**src/rtl/mufd_pkg.sv**
```systemverilog
package mufd_pkg;

  typedef enum logic [1:0] {
    KIND_ACK   = 2'd0,
    KIND_DATA  = 2'd1,
    KIND_EMPTY = 2'd2,
    KIND_ERROR = 2'd3
  } kind_e;

  typedef struct packed {
    kind_e       kind;
    logic [15:0] peer_address;
    logic [7:0]  payload_length;
    logic [7:0]  payload_byte;
    logic        last;
  } res_t;

  typedef struct packed {
    logic       valid;
    logic [7:0] rx_byte;
  } byte_t;

endpackage

```
**src/rtl/mufd_byte_if.sv**
```systemverilog
interface mufd_byte_if;
  logic       valid;
  logic       ready;
  logic [7:0] rx_byte;

  modport source (output valid, output rx_byte, input ready);
  modport sink   (input valid, input rx_byte, output ready);
endinterface

```
**src/rtl/mufd_res_if.sv**
```systemverilog
interface mufd_res_if;
  logic        valid;
  logic        ready;
  logic [1:0]  kind;
  logic [15:0] peer_address;
  logic [7:0]  payload_length;
  logic [7:0]  payload_byte;
  logic        last;

  modport source (output valid, output kind, output peer_address, output payload_length,
                  output payload_byte, output last, input ready);
  modport sink   (input valid, input kind, input peer_address, input payload_length,
                  input payload_byte, input last, output ready);
endinterface

```
**src/rtl/mufd_in_reg.sv**
```systemverilog
module mufd_in_reg
  import mufd_pkg::*;
(
  input  logic  clk_i,
  input  logic  rst_ni,
  input  logic  in_valid_i,
  input  logic  [7:0] in_byte_i,
  output logic  in_ready_o,
  output byte_t byte_o,
  input  logic  take_i
);

  logic       valid_q, valid_d;
  logic [7:0] byte_q;
  logic       load;

  assign in_ready_o = !valid_q || take_i;
  assign load       = in_valid_i && in_ready_o;
  assign valid_d    = load ? 1'b1 : (take_i ? 1'b0 : valid_q);

  always_ff @(posedge clk_i or negedge rst_ni) begin
    if (!rst_ni) begin
      valid_q <= 1'b0;
    end else begin
      valid_q <= valid_d;
    end
  end

  always_ff @(posedge clk_i) begin
    if (load) begin
      byte_q <= in_byte_i;
    end
  end

  assign byte_o.valid   = valid_q;
  assign byte_o.rx_byte = byte_q;

endmodule

```
**src/rtl/mufd_parser.sv**
```systemverilog
module mufd_parser
  import mufd_pkg::*;
(
  input  logic  clk_i,
  input  logic  rst_ni,
  input  byte_t byte_i,
  input  logic  take_i,
  output logic  res_valid_o,
  output res_t  res_o
);

  localparam logic [3:0] PH_HUNT    = 4'd0;
  localparam logic [3:0] PH_O       = 4'd1;
  localparam logic [3:0] PH_OK      = 4'd2;
  localparam logic [3:0] PH_OKCR    = 4'd3;
  localparam logic [3:0] PH_F1      = 4'd4;
  localparam logic [3:0] PH_LEN     = 4'd5;
  localparam logic [3:0] PH_ADDR_HI = 4'd6;
  localparam logic [3:0] PH_ADDR_LO = 4'd7;
  localparam logic [3:0] PH_SKIP1   = 4'd8;
  localparam logic [3:0] PH_SKIP2   = 4'd9;
  localparam logic [3:0] PH_DATA    = 4'd10;

  localparam logic [7:0] CH_O    = 8'h4F;
  localparam logic [7:0] CH_K    = 8'h4B;
  localparam logic [7:0] CH_CR   = 8'h0D;
  localparam logic [7:0] CH_LF   = 8'h0A;
  localparam logic [7:0] HDR0    = 8'hF1;
  localparam logic [7:0] HDR1    = 8'hDD;
  localparam logic [7:0] MIN_LEN = 8'd4;

  logic [3:0]  phase_q, phase_d;
  logic [7:0]  bytes_left_q, bytes_left_d;
  logic [15:0] address_q, address_d;
  logic [7:0]  length_q, length_d;
  logic [3:0]  restart;
  logic [7:0]  left_dec;
  logic [7:0]  b;
  logic        step;

  assign b    = byte_i.rx_byte;
  assign step = byte_i.valid && take_i;

  always_comb begin
    if (b == CH_O) begin
      restart = PH_O;
    end else if (b == HDR0) begin
      restart = PH_F1;
    end else begin
      restart = PH_HUNT;
    end
  end

  assign left_dec = (bytes_left_q != 8'd0) ? bytes_left_q - 8'd1 : 8'd0;

  always_comb begin
    phase_d      = phase_q;
    bytes_left_d = bytes_left_q;
    address_d    = address_q;
    length_d     = length_q;
    res_valid_o  = 1'b0;
    res_o        = '{kind: KIND_ACK, peer_address: 16'd0, payload_length: 8'd0,
                     payload_byte: 8'd0, last: 1'b1};
    case (phase_q)
      PH_O: begin
        phase_d = (b == CH_K) ? PH_OK : restart;
      end
      PH_OK: begin
        phase_d = (b == CH_CR) ? PH_OKCR : restart;
      end
      PH_OKCR: begin
        if (b == CH_LF) begin
          phase_d     = PH_HUNT;
          res_valid_o = 1'b1;
        end else begin
          phase_d = restart;
        end
      end
      PH_F1: begin
        phase_d = (b == HDR1) ? PH_LEN : restart;
      end
      PH_LEN: begin
        if (b < MIN_LEN) begin
          phase_d      = PH_HUNT;
          res_valid_o  = 1'b1;
          res_o.kind   = KIND_ERROR;
        end else begin
          length_d     = b - MIN_LEN;
          bytes_left_d = b - MIN_LEN;
          phase_d      = PH_ADDR_HI;
        end
      end
      PH_ADDR_HI: begin
        address_d = {b, 8'd0};
        phase_d   = PH_ADDR_LO;
      end
      PH_ADDR_LO: begin
        address_d = {address_q[15:8], b};
        phase_d   = PH_SKIP1;
      end
      PH_SKIP1: begin
        phase_d = PH_SKIP2;
      end
      PH_SKIP2: begin
        if (length_q == 8'd0) begin
          phase_d            = PH_HUNT;
          res_valid_o        = 1'b1;
          res_o.kind         = KIND_EMPTY;
          res_o.peer_address = address_q;
        end else begin
          phase_d = PH_DATA;
        end
      end
      PH_DATA: begin
        bytes_left_d         = left_dec;
        if (left_dec == 8'd0) begin
          phase_d = PH_HUNT;
        end
        res_valid_o          = 1'b1;
        res_o.kind           = KIND_DATA;
        res_o.peer_address   = address_q;
        res_o.payload_length = length_q;
        res_o.payload_byte   = b;
        res_o.last           = (left_dec == 8'd0);
      end
      default: begin
        phase_d = restart;
      end
    endcase
    if (!step) begin
      res_valid_o = 1'b0;
    end
  end

  always_ff @(posedge clk_i or negedge rst_ni) begin
    if (!rst_ni) begin
      phase_q      <= PH_HUNT;
      bytes_left_q <= 8'd0;
      address_q    <= 16'd0;
      length_q     <= 8'd0;
    end else if (step) begin
      phase_q      <= phase_d;
      bytes_left_q <= bytes_left_d;
      address_q    <= address_d;
      length_q     <= length_d;
    end
  end

`ifndef NO_ASSERTIONS
  a_phase_range: assert property (@(posedge clk_i) disable iff (!rst_ni)
    phase_q <= PH_DATA)
    else $error("parser phase out of range");

  a_data_nonempty: assert property (@(posedge clk_i) disable iff (!rst_ni)
    phase_q == PH_DATA |-> length_q != 8'd0 && bytes_left_q != 8'd0)
    else $error("payload phase with nothing left");

  a_left_bound: assert property (@(posedge clk_i) disable iff (!rst_ni)
    bytes_left_q <= length_q)
    else $error("bytes left exceeds frame length");

  a_idle_hold: assert property (@(posedge clk_i) disable iff (!rst_ni)
    !step |=> $stable(phase_q) && $stable(bytes_left_q))
    else $error("parser state moved without a byte");
`endif

endmodule

```
**src/rtl/mufd_out_reg.sv**
```systemverilog
module mufd_out_reg
  import mufd_pkg::*;
(
  input  logic clk_i,
  input  logic rst_ni,
  input  logic res_valid_i,
  input  res_t res_i,
  output logic take_o,
  output logic out_valid_o,
  output res_t out_o,
  input  logic out_ready_i
);

  logic valid_q, valid_d;
  res_t res_q;

  assign take_o  = !valid_q || out_ready_i;
  assign valid_d = take_o ? res_valid_i : valid_q;

  always_ff @(posedge clk_i or negedge rst_ni) begin
    if (!rst_ni) begin
      valid_q <= 1'b0;
    end else begin
      valid_q <= valid_d;
    end
  end

  always_ff @(posedge clk_i) begin
    if (take_o && res_valid_i) begin
      res_q <= res_i;
    end
  end

  assign out_valid_o = valid_q;
  assign out_o       = res_q;

`ifndef NO_ASSERTIONS
  a_hold_stall: assert property (@(posedge clk_i) disable iff (!rst_ni)
    valid_q && !out_ready_i |=> valid_q && $stable(res_q))
    else $error("result changed while stalled");
`endif

endmodule

```
**src/rtl/mesh_uart_frame_deframer.sv**
```systemverilog
// Mesh UART frame deframer.
// rx_i carries one received serial byte per transaction. res_o carries at most
// one result per byte: an ack (OK CR LF), a payload byte tagged with peer
// address and payload length, an empty-frame notice or a bad-length error.
// last is set on acks, errors, empty frames and the final payload byte.
// Frame: F1 DD, length L, address high, address low, two skipped bytes,
// then L-4 payload bytes streamed as they arrive.
// A byte accepted at rx_i passes the input register and then the result
// register on its way to res_o.
// Throughput: one byte per cycle while the receiver does not stall; the parser
// state machine advances once per byte taken.
// Reset clears the parser to hunting and empties both registers.
// When the receiver stalls, the held result stays on res_o, the parser stops
// and rx_i.ready falls once the input register is full.
module mesh_uart_frame_deframer
  import mufd_pkg::*;
(
  input  logic        clk_i,
  input  logic        rst_ni,
  mufd_byte_if.sink   rx_i,
  mufd_res_if.source  res_o
);

  byte_t byte_s;
  logic  take;
  logic  res_valid;
  res_t  res_s;
  res_t  out_s;

  mufd_in_reg u_in_reg (
    .clk_i      (clk_i),
    .rst_ni     (rst_ni),
    .in_valid_i (rx_i.valid),
    .in_byte_i  (rx_i.rx_byte),
    .in_ready_o (rx_i.ready),
    .byte_o     (byte_s),
    .take_i     (take)
  );

  mufd_parser u_parser (
    .clk_i       (clk_i),
    .rst_ni      (rst_ni),
    .byte_i      (byte_s),
    .take_i      (take),
    .res_valid_o (res_valid),
    .res_o       (res_s)
  );

  mufd_out_reg u_out_reg (
    .clk_i       (clk_i),
    .rst_ni      (rst_ni),
    .res_valid_i (res_valid),
    .res_i       (res_s),
    .take_o      (take),
    .out_valid_o (res_o.valid),
    .out_o       (out_s),
    .out_ready_i (res_o.ready)
  );

  assign res_o.kind           = out_s.kind;
  assign res_o.peer_address   = out_s.peer_address;
  assign res_o.payload_length = out_s.payload_length;
  assign res_o.payload_byte   = out_s.payload_byte;
  assign res_o.last           = out_s.last;

endmodule
```
**src/flat_wrapper.sv**
```systemverilog
// flat-port wrapper written by rule: the top's interface ports become plain ports
module mesh_uart_frame_deframer_flat import mufd_pkg::*;
  (clk_i, rst_ni, rx_i_valid, rx_i_rx_byte, rx_i_ready, res_o_valid, res_o_kind, res_o_peer_address, res_o_payload_length, res_o_payload_byte, res_o_last, res_o_ready);
  mufd_byte_if rx_i_i ();
  mufd_res_if res_o_i ();
  input  logic clk_i;
  input  logic rst_ni;
  input wire logic [$bits(rx_i_i.valid)-1:0] rx_i_valid;
  input wire logic [$bits(rx_i_i.rx_byte)-1:0] rx_i_rx_byte;
  output wire logic [$bits(rx_i_i.ready)-1:0] rx_i_ready;
  output wire logic [$bits(res_o_i.valid)-1:0] res_o_valid;
  output wire logic [$bits(res_o_i.kind)-1:0] res_o_kind;
  output wire logic [$bits(res_o_i.peer_address)-1:0] res_o_peer_address;
  output wire logic [$bits(res_o_i.payload_length)-1:0] res_o_payload_length;
  output wire logic [$bits(res_o_i.payload_byte)-1:0] res_o_payload_byte;
  output wire logic [$bits(res_o_i.last)-1:0] res_o_last;
  input wire logic [$bits(res_o_i.ready)-1:0] res_o_ready;
  assign rx_i_i.valid = rx_i_valid;
  assign rx_i_i.rx_byte = rx_i_rx_byte;
  assign rx_i_ready = rx_i_i.ready;
  assign res_o_valid = res_o_i.valid;
  assign res_o_kind = res_o_i.kind;
  assign res_o_peer_address = res_o_i.peer_address;
  assign res_o_payload_length = res_o_i.payload_length;
  assign res_o_payload_byte = res_o_i.payload_byte;
  assign res_o_last = res_o_i.last;
  assign res_o_i.ready = res_o_ready;
  mesh_uart_frame_deframer u_core (.clk_i(clk_i), .rst_ni(rst_ni), .rx_i(rx_i_i), .res_o(res_o_i));
endmodule
```
**config.mk**
```make
export PLATFORM = sky130hd
export DESIGN_NAME = mesh_uart_frame_deframer_flat
export DESIGN_NICKNAME = d
export VERILOG_FILES = /design/src/rtl/mufd_pkg.sv /design/src/rtl/mufd_byte_if.sv /design/src/rtl/mufd_res_if.sv /design/src/rtl/mufd_in_reg.sv /design/src/rtl/mufd_parser.sv /design/src/rtl/mufd_out_reg.sv /design/src/rtl/mesh_uart_frame_deframer.sv /design/src/flat_wrapper.sv
export SDC_FILE = /design/constraint.sdc
export NUM_CORES = 1
export LEC_CHECK = 0
export ABC_AREA = 1
export BUFFER_PORTS_ARGS = -buffer_cell sky130_fd_sc_hd__buf_4
export CAP_MARGIN = 20
export CORE_MARGIN = 5
export CORE_UTILIZATION = 40
export CTS_CLUSTER_SIZE = 14
export DETAILED_ROUTE_END_ITERATION = 12
export PLACE_DENSITY = 0.71
export REMOVE_ABC_BUFFERS = 1
export SLEW_MARGIN = 0
export SYNTH_ARGS = -nofsm -noshare
export SYNTH_HDL_FRONTEND = slang
export SYNTH_SLANG_ARGS = --single-unit
```
**constraint.sdc**
```tcl
create_clock -name clk_i -period 4.75 [get_ports clk_i]
set_clock_uncertainty 0.15 [all_clocks]
set_input_delay 0.95 -clock clk_i [delete_from_list [all_inputs] [get_ports clk_i]]
set_output_delay 0.95 -clock clk_i [all_outputs]
set_load 0.02 [all_outputs]
```
# Word level (Yosys, flattened, before mapping)
# Index checks and enable logic that the tools add are counted.
[word_totals] out_inout_bits=37 inputBits=12 ff_bits=81
[classes] order_cmp=1 n_mux=25 bitwise=2 eq_ne=18 n_reduce_logical=18 n_addsub=2
[op_table] operator="16-bit case mux with 2 select lines" count=2
[op_table] operator="4-bit case mux with 10 select lines" count=1
[op_table] operator="4-bit two-way mux" count=7
[op_table] operator="18-bit two-way mux" count=1
[op_table] operator="4-bit by 3-bit == test with 1-bit output (second input constant)" count=4
[op_table] operator="8-bit by 4-bit == test with 1-bit output (second input constant)" count=2
[op_table] operator="8-bit by 7-bit == test with 1-bit output (second input constant)" count=2
[op_table] operator="8-bit == test (second input constant)" count=2
[op_table] operator="8-bit zero test" count=2
[op_table] operator="8-bit two-way mux" count=2
[op_table] operator="8-bit case mux with 2 select lines" count=1
[op_table] operator="4-bit == test (second input constant)" count=3
[op_table] operator="3-bit AND reduction" count=3
[op_table] operator="4-bit by 2-bit == test with 1-bit output (second input constant)" count=2
[op_table] operator="8-bit by 3-bit < comparator with 1-bit output (second input constant)" count=1
[op_table] operator="8-bit nonzero test" count=1
[op_table] operator="8-bit by 1-bit subtractor with 8-bit output (second input constant)" count=1
[op_table] operator="8-bit by 3-bit subtractor with 8-bit output (second input constant)" count=1
[op_table] operator="1-bit two-way mux" count=6
[op_table] operator="3-bit two-way mux" count=2
[op_table] operator="2-bit case mux with 3 select lines" count=1
[op_table] operator="2-bit nonzero test" count=3
[op_table] operator="4-bit by 1-bit == test with 1-bit output (second input constant)" count=1
[op_table] operator="2-bit inequality test (second input constant)" count=2
[op_table] operator="other kinds (7)" count=13

# Longest topological paths before layout
[logic_depth] depth_word=5 depth_mapped=13 ltp_nobuf=13

# By module
# From an unflattened synthesis, not the netlist that was laid out.
[unflattened] cells_unflattened=403 area_unflattened_um2=3886.2
[by_module_without_submodules] mod="mufd_parser" area_each_um2=2497.4 instances=1 seq_area_each_um2=900.9 cells_each=347
[by_module_without_submodules] mod="mufd_out_reg" area_each_um2=1096.1 instances=1 seq_area_each_um2=1076.0 cells_each=41
[by_module_without_submodules] mod="mufd_in_reg" area_each_um2=292.8 instances=1 seq_area_each_um2=265.3 cells_each=15

# Worst setup path after synthesis
# Ideal clock, no wire load.
[synth_path] path_type="input-to-reg" from="input port res_o_ready" to="register u_core.u_out_reg.res_q, in the netlist u_core.u_out_reg.out_o[0] (enable)" n_path_buf=0 setup_slack_ns=1.285 cell_stages=4 t_arrival_ns=2.888 cell_sequence="inv_1 a21oi_4 inv_1 nor2_1"
[synth_between] elab_chain_len=4
[synth_rtl] item="start, declared" line_no="flat_wrapper.sv:17" source="input wire logic [$bits(res_o_i.ready)-1:0] res_o_ready;"
[synth_rtl] item="1-bit logical OR (*)" line_no="mufd_out_reg.sv:17" source="assign take_o = !valid_q || out_ready_i;"
[synth_rtl] item="1-bit logical AND" line_no="mufd_parser.sv:42" source="assign step = byte_i.valid && take_i;"
[synth_rtl] item="1-bit two-way mux" line_no="mufd_parser.sv:130" source="if (!step) begin"
[synth_rtl] item="1-bit logical AND (*)" line_no="mufd_out_reg.sv:29" source="if (take_o && res_valid_i) begin"
[synth_rtl] item="end signal, assigned" line_no="mufd_out_reg.sv:30" source="res_q <= res_i;"
[synth_rtl] item="end, declared" line_no="mufd_out_reg.sv:15" source="res_t res_q;"
# Mark *: on every way between the ends. The rest lies on a longest branch, timed or not.
# A chain may end at the register's enable or synchronous reset.

# Worst setup path after layout
[layout_path] from="register u_core.u_parser.phase_q[0]" to="register u_core.u_out_reg.res_q, in the netlist u_core.u_out_reg.out_o[9] (enable)"
[layout_between] elab_chain_len=4
[layout_rtl] item="start, declared" line_no="mufd_parser.sv:32" source="logic [3:0] phase_q, phase_d;"
[layout_rtl] item="start signal, assigned" line_no="mufd_parser.sv:142" source="phase_q <= phase_d;"
[layout_rtl] item="4-bit == test (tied with other cells)" line_no="mufd_parser.sv:64" source="case (phase_q)"
[layout_rtl] item="1-bit case mux with 4 select lines (*)" line_no="mufd_parser.sv:64"
[layout_rtl] item="1-bit two-way mux (*)" line_no="mufd_parser.sv:130"
[layout_rtl] item="1-bit logical AND (*)" line_no="mufd_out_reg.sv:29"
# Marks and branches as above.

==> impl_metrics.py <==
metrics = {
    "pwr": {
        "finalPower_mw": 1.251,
        "p_clk_frac": 0.369,
        "leakage_nw": 1.974,
        "pwr-share-seq": 0.597,
        "switching_share": 0.2417,
        "p_sw_mw": 0.3024,
        "pwr_density_cell_mw_per_mm2": 280.0,
        "comb_power_share": 0.034,
        "peakVddDrop_mv": 0.1505,
        "intPower_mw": 0.9487,
    },
    "synthesis": {
        "synth-seq-cells": 81,
        "synth_compound_area_frac": 0.07955,
        "synth_top_family_by_area": "simple AND/OR/NAND/NOR gates",
        "yosysWarnings": 0,
        "yosys.area_share.simple": 0.2222,
        "async_flop_share": 0.4691,
        "synth_area_mm2": 0.003806,
        "synth_top_area_frac": 0.3393,
        "yosysTopAreaCell": "edfxtp_1",
        "synth_edf_count": 43,
        "synth.distinct_cells": 31,
        "ys.flop_type": "edfxtp_1",
        "synth.area.top_cells": "edfxtp_1 (34%), dfrtp_1 (25%), nor2_1 (6.9%)",
        "ys_seq_area_frac": 0.5891,
        "synthAdderAreaFrac": 0.01972,
        "synthCells": 407,
        "synthMuxAreaShare": 0,
        "synth_xor_area_frac": 0.01151,
        "synth_area_per_cell_um2": 9.352,
    },
    "clocking": {
        "hold_buffers": 0,
        "cts_buffers": 9,
        "cts_resized": 0,
        "clk_latency_ps": 350,
        "cts-root-buf": "clkbuf_8",
        "h-tree-depth": 3,
        "clock-sinks": 81,
        "cts_buffer_depth": 2,
        "cts_tree": "done",
        "postCtsSetupBuffers": 0,
        "clk_pin_slew_ps": 80,
    },
    "placed_design": {
        "dp_cells": 576,
        "placed_cell_area_mm2": 0.004290,
        "dpl_worst_slack_ps": 1842,
        "dp_hpwl_mm": 6.228,
        "place.port_buffers": 48,
        "gp_congestion": 0.8810,
    },
    "grt": {
        "first_global_vias": 2772,
        "antenna_found_initial": 0,
        "grtUsageTotal": 0.1534,
        "grt_pass1_wl_mm": 13.70,
        "grt_max_degree": 39,
        "grt_overflow": 0,
    },
    "critical_path": {
        "end_kind": "register",
        "reg2reg_depth": 7,
        "critPathMaxFanout": 35,
        "required_ps": 4570,
        "crit_arrival_ps": 2600,
        "critPathLaunchType": "register",
        "critical_path_class": "register to register",
        "worst-r2r-setup-slack_ps": 1970,
    },
    "detailed_routing": {
        "vias_per_cell": 4.831,
        "wl_per_cell_um": 14.17,
        "postRouteAntennaNets": 0,
        "drt_pass1_iterations": 4,
        "drt_iter0_markers": 207,
        "drc": 0,
        "wirelength_mm": 8.388,
        "vias": 2860,
    },
    "sta": {
        "rsz0062_at_grt": "false",
        "relSlewSlack": 0.3813,
        "layout_setup_ws_ps": 1971,
        "max_freq_mhz": 359.9,
        "setup_viol_count_final": 0,
        "drv_slew": 0,
        "post-route-min-period_ps": 2779,
        "worst_pin_slew_ps": 925.9,
        "tns_ps": 0,
        "hold_viol": 0,
        "fin_hold_ws_ps": 337.6,
        "finalCritPeriodShare": 0.5850,
    },
    "die": {
        "start_util": 0.4119,
        "core_mm2": 0.009240,
        "die_w_um": 107.5,
        "die_h_um": 107.5,
        "num_rows": 35,
        "die_area_mm2": 0.01157,
        "ios": 49,
    },
    "layout": {
        "diodes": 0,
        "drive_gt1_frac": 0.1771,
        "final_area_mm2": 0.004468,
        "n_fill_cell": 874,
        "areaGrowthSynthToFinish_pct": 17.39,
        "finalNonFillerCells": 592,
        "final_core_util": 0.4835,
        "nNetsFinal": 476,
    },
    "job": {
        "cap_violations": 0,
    },
    "run_status": {
        "outcome": "completed",
    },
    "hold_path": {
        "whs_path_depth": 2,
        "min_path_type": "register to register",
    },
}
[power groups by stage]
stage	clock, mW	sequential, mW	combinational [mW]
5_1_grt	0.503	0.747	0.0476
3_5_place_dp	0	0.762	0.0429
6_report	0.462	0.746	0.0428
4_1_cts	0.472	0.746	0.0432
3_3_place_gp	0	0.761	0.0419
2_1_floorplan	0	0.759	0.0203
[synthesized netlist by cell type, types with 2 or more instances]
cell type / count
nand3_1: 37
nor2_1: 70
nand4_1: 6
o22ai_1: 8
nor3_1: 4
nor3_4: 2
o21ai_2: 2
xor2_1: 4
nand2_1: 63
o21ai_0: 32
edfxtp_1: 43
ha_1: 6
inv_1: 60
nor2_4: 3
o211ai_1: 2
a21oi_1: 3
dfrtp_1: 38
inv_2: 6
buf_2: 6
[cells in the final DEF, fill, tap and decap left out, types with 2 or more instances in the layout]
cell        instances
nand2_1            63
clkinv_4            2
o21ai_2             2
inv_1              60
o211ai_1            2
ha_1                6
nor3_4              2
o22ai_1             8
clkinvlp_4          2
nand4_1             6
inv_2               6
xor2_1              4
nor2_1             69
clkbuf_8            9
o21ai_0            32
nand3_1            37
nor2_4              4
dfrtp_1            38
inv_6               2
buf_4              48
a21oi_1             3
nor3_1              4
edfxtp_1           43
[cell type report]
cell class,count,area (um2),share of cell area
well taps,129,161.4,0.03612
inverters,67,251.5,0.05629
clock buffers,10,127.6,0.02856
clock inverters,6,50.05,0.01120
repair buffers,48,360.3,0.08065
multi-input cells,251,1275,0.2854
flip-flops and latches,81,2242,0.5018
[worst max-delay path, cell delays in order (launching register included)]
cell and delay, ps:
dfrtp_1 440, inv_2 80, nand2_1 160, nor2_4 320, inv_2 250, nand2_1 150, nor3_1 100, nor2_4 720
[state kept, by name, indices dropped and copies added (netlist names)]
register and cells:
u_core.u_out_reg.out_o 35, u_core.u_parser.address_q 16, u_core.u_in_reg.byte_q 8, u_core.u_parser.bytes_left_q 8, u_core.u_parser.length_q 8, u_core.u_parser.phase_q 4, u_core.u_in_reg.valid_q 1, u_core.u_out_reg.out_valid_o 1
[cell families after synthesis]
logic type	Yosys count
flops	81
compound gates	50
fa+ha+maj	6
simple gates	190
xor+xnor	5
buf+inv	75
[worst paths after layout]
path / start / endpoint
setup reg to reg: u_core.u_parser.phase_q[0] / u_core.u_out_reg.out_o[9]
hold / removal: u_core.u_parser.length_q[0] / u_core.u_parser.length_q[0]
max in group asynchronous: rst_ni / u_core.u_parser.address_q[5]
hold reg to reg: u_core.u_parser.length_q[0] / u_core.u_parser.length_q[0]
setup / recovery: u_core.u_parser.phase_q[0] / u_core.u_out_reg.out_o[9]
min in group asynchronous: rst_ni / u_core.u_parser.bytes_left_q[1]
[layer usage]
metal | routed length, um | global-route usage | up-vias | share of wire
li1 | - | - | 1424 | -
met1 | 3944 | 0.2103 | 1339 | 0.47
met2 | 3846 | 0.2389 | 83 | 0.46
met3 | 467 | 0.03899 | 14 | 0.056
met4 | 130 | 0.04779 | 0 | 0.015
met5 | 0 | 0 | - | 0
No activity file was read; power rests on OpenSTA's default activity.
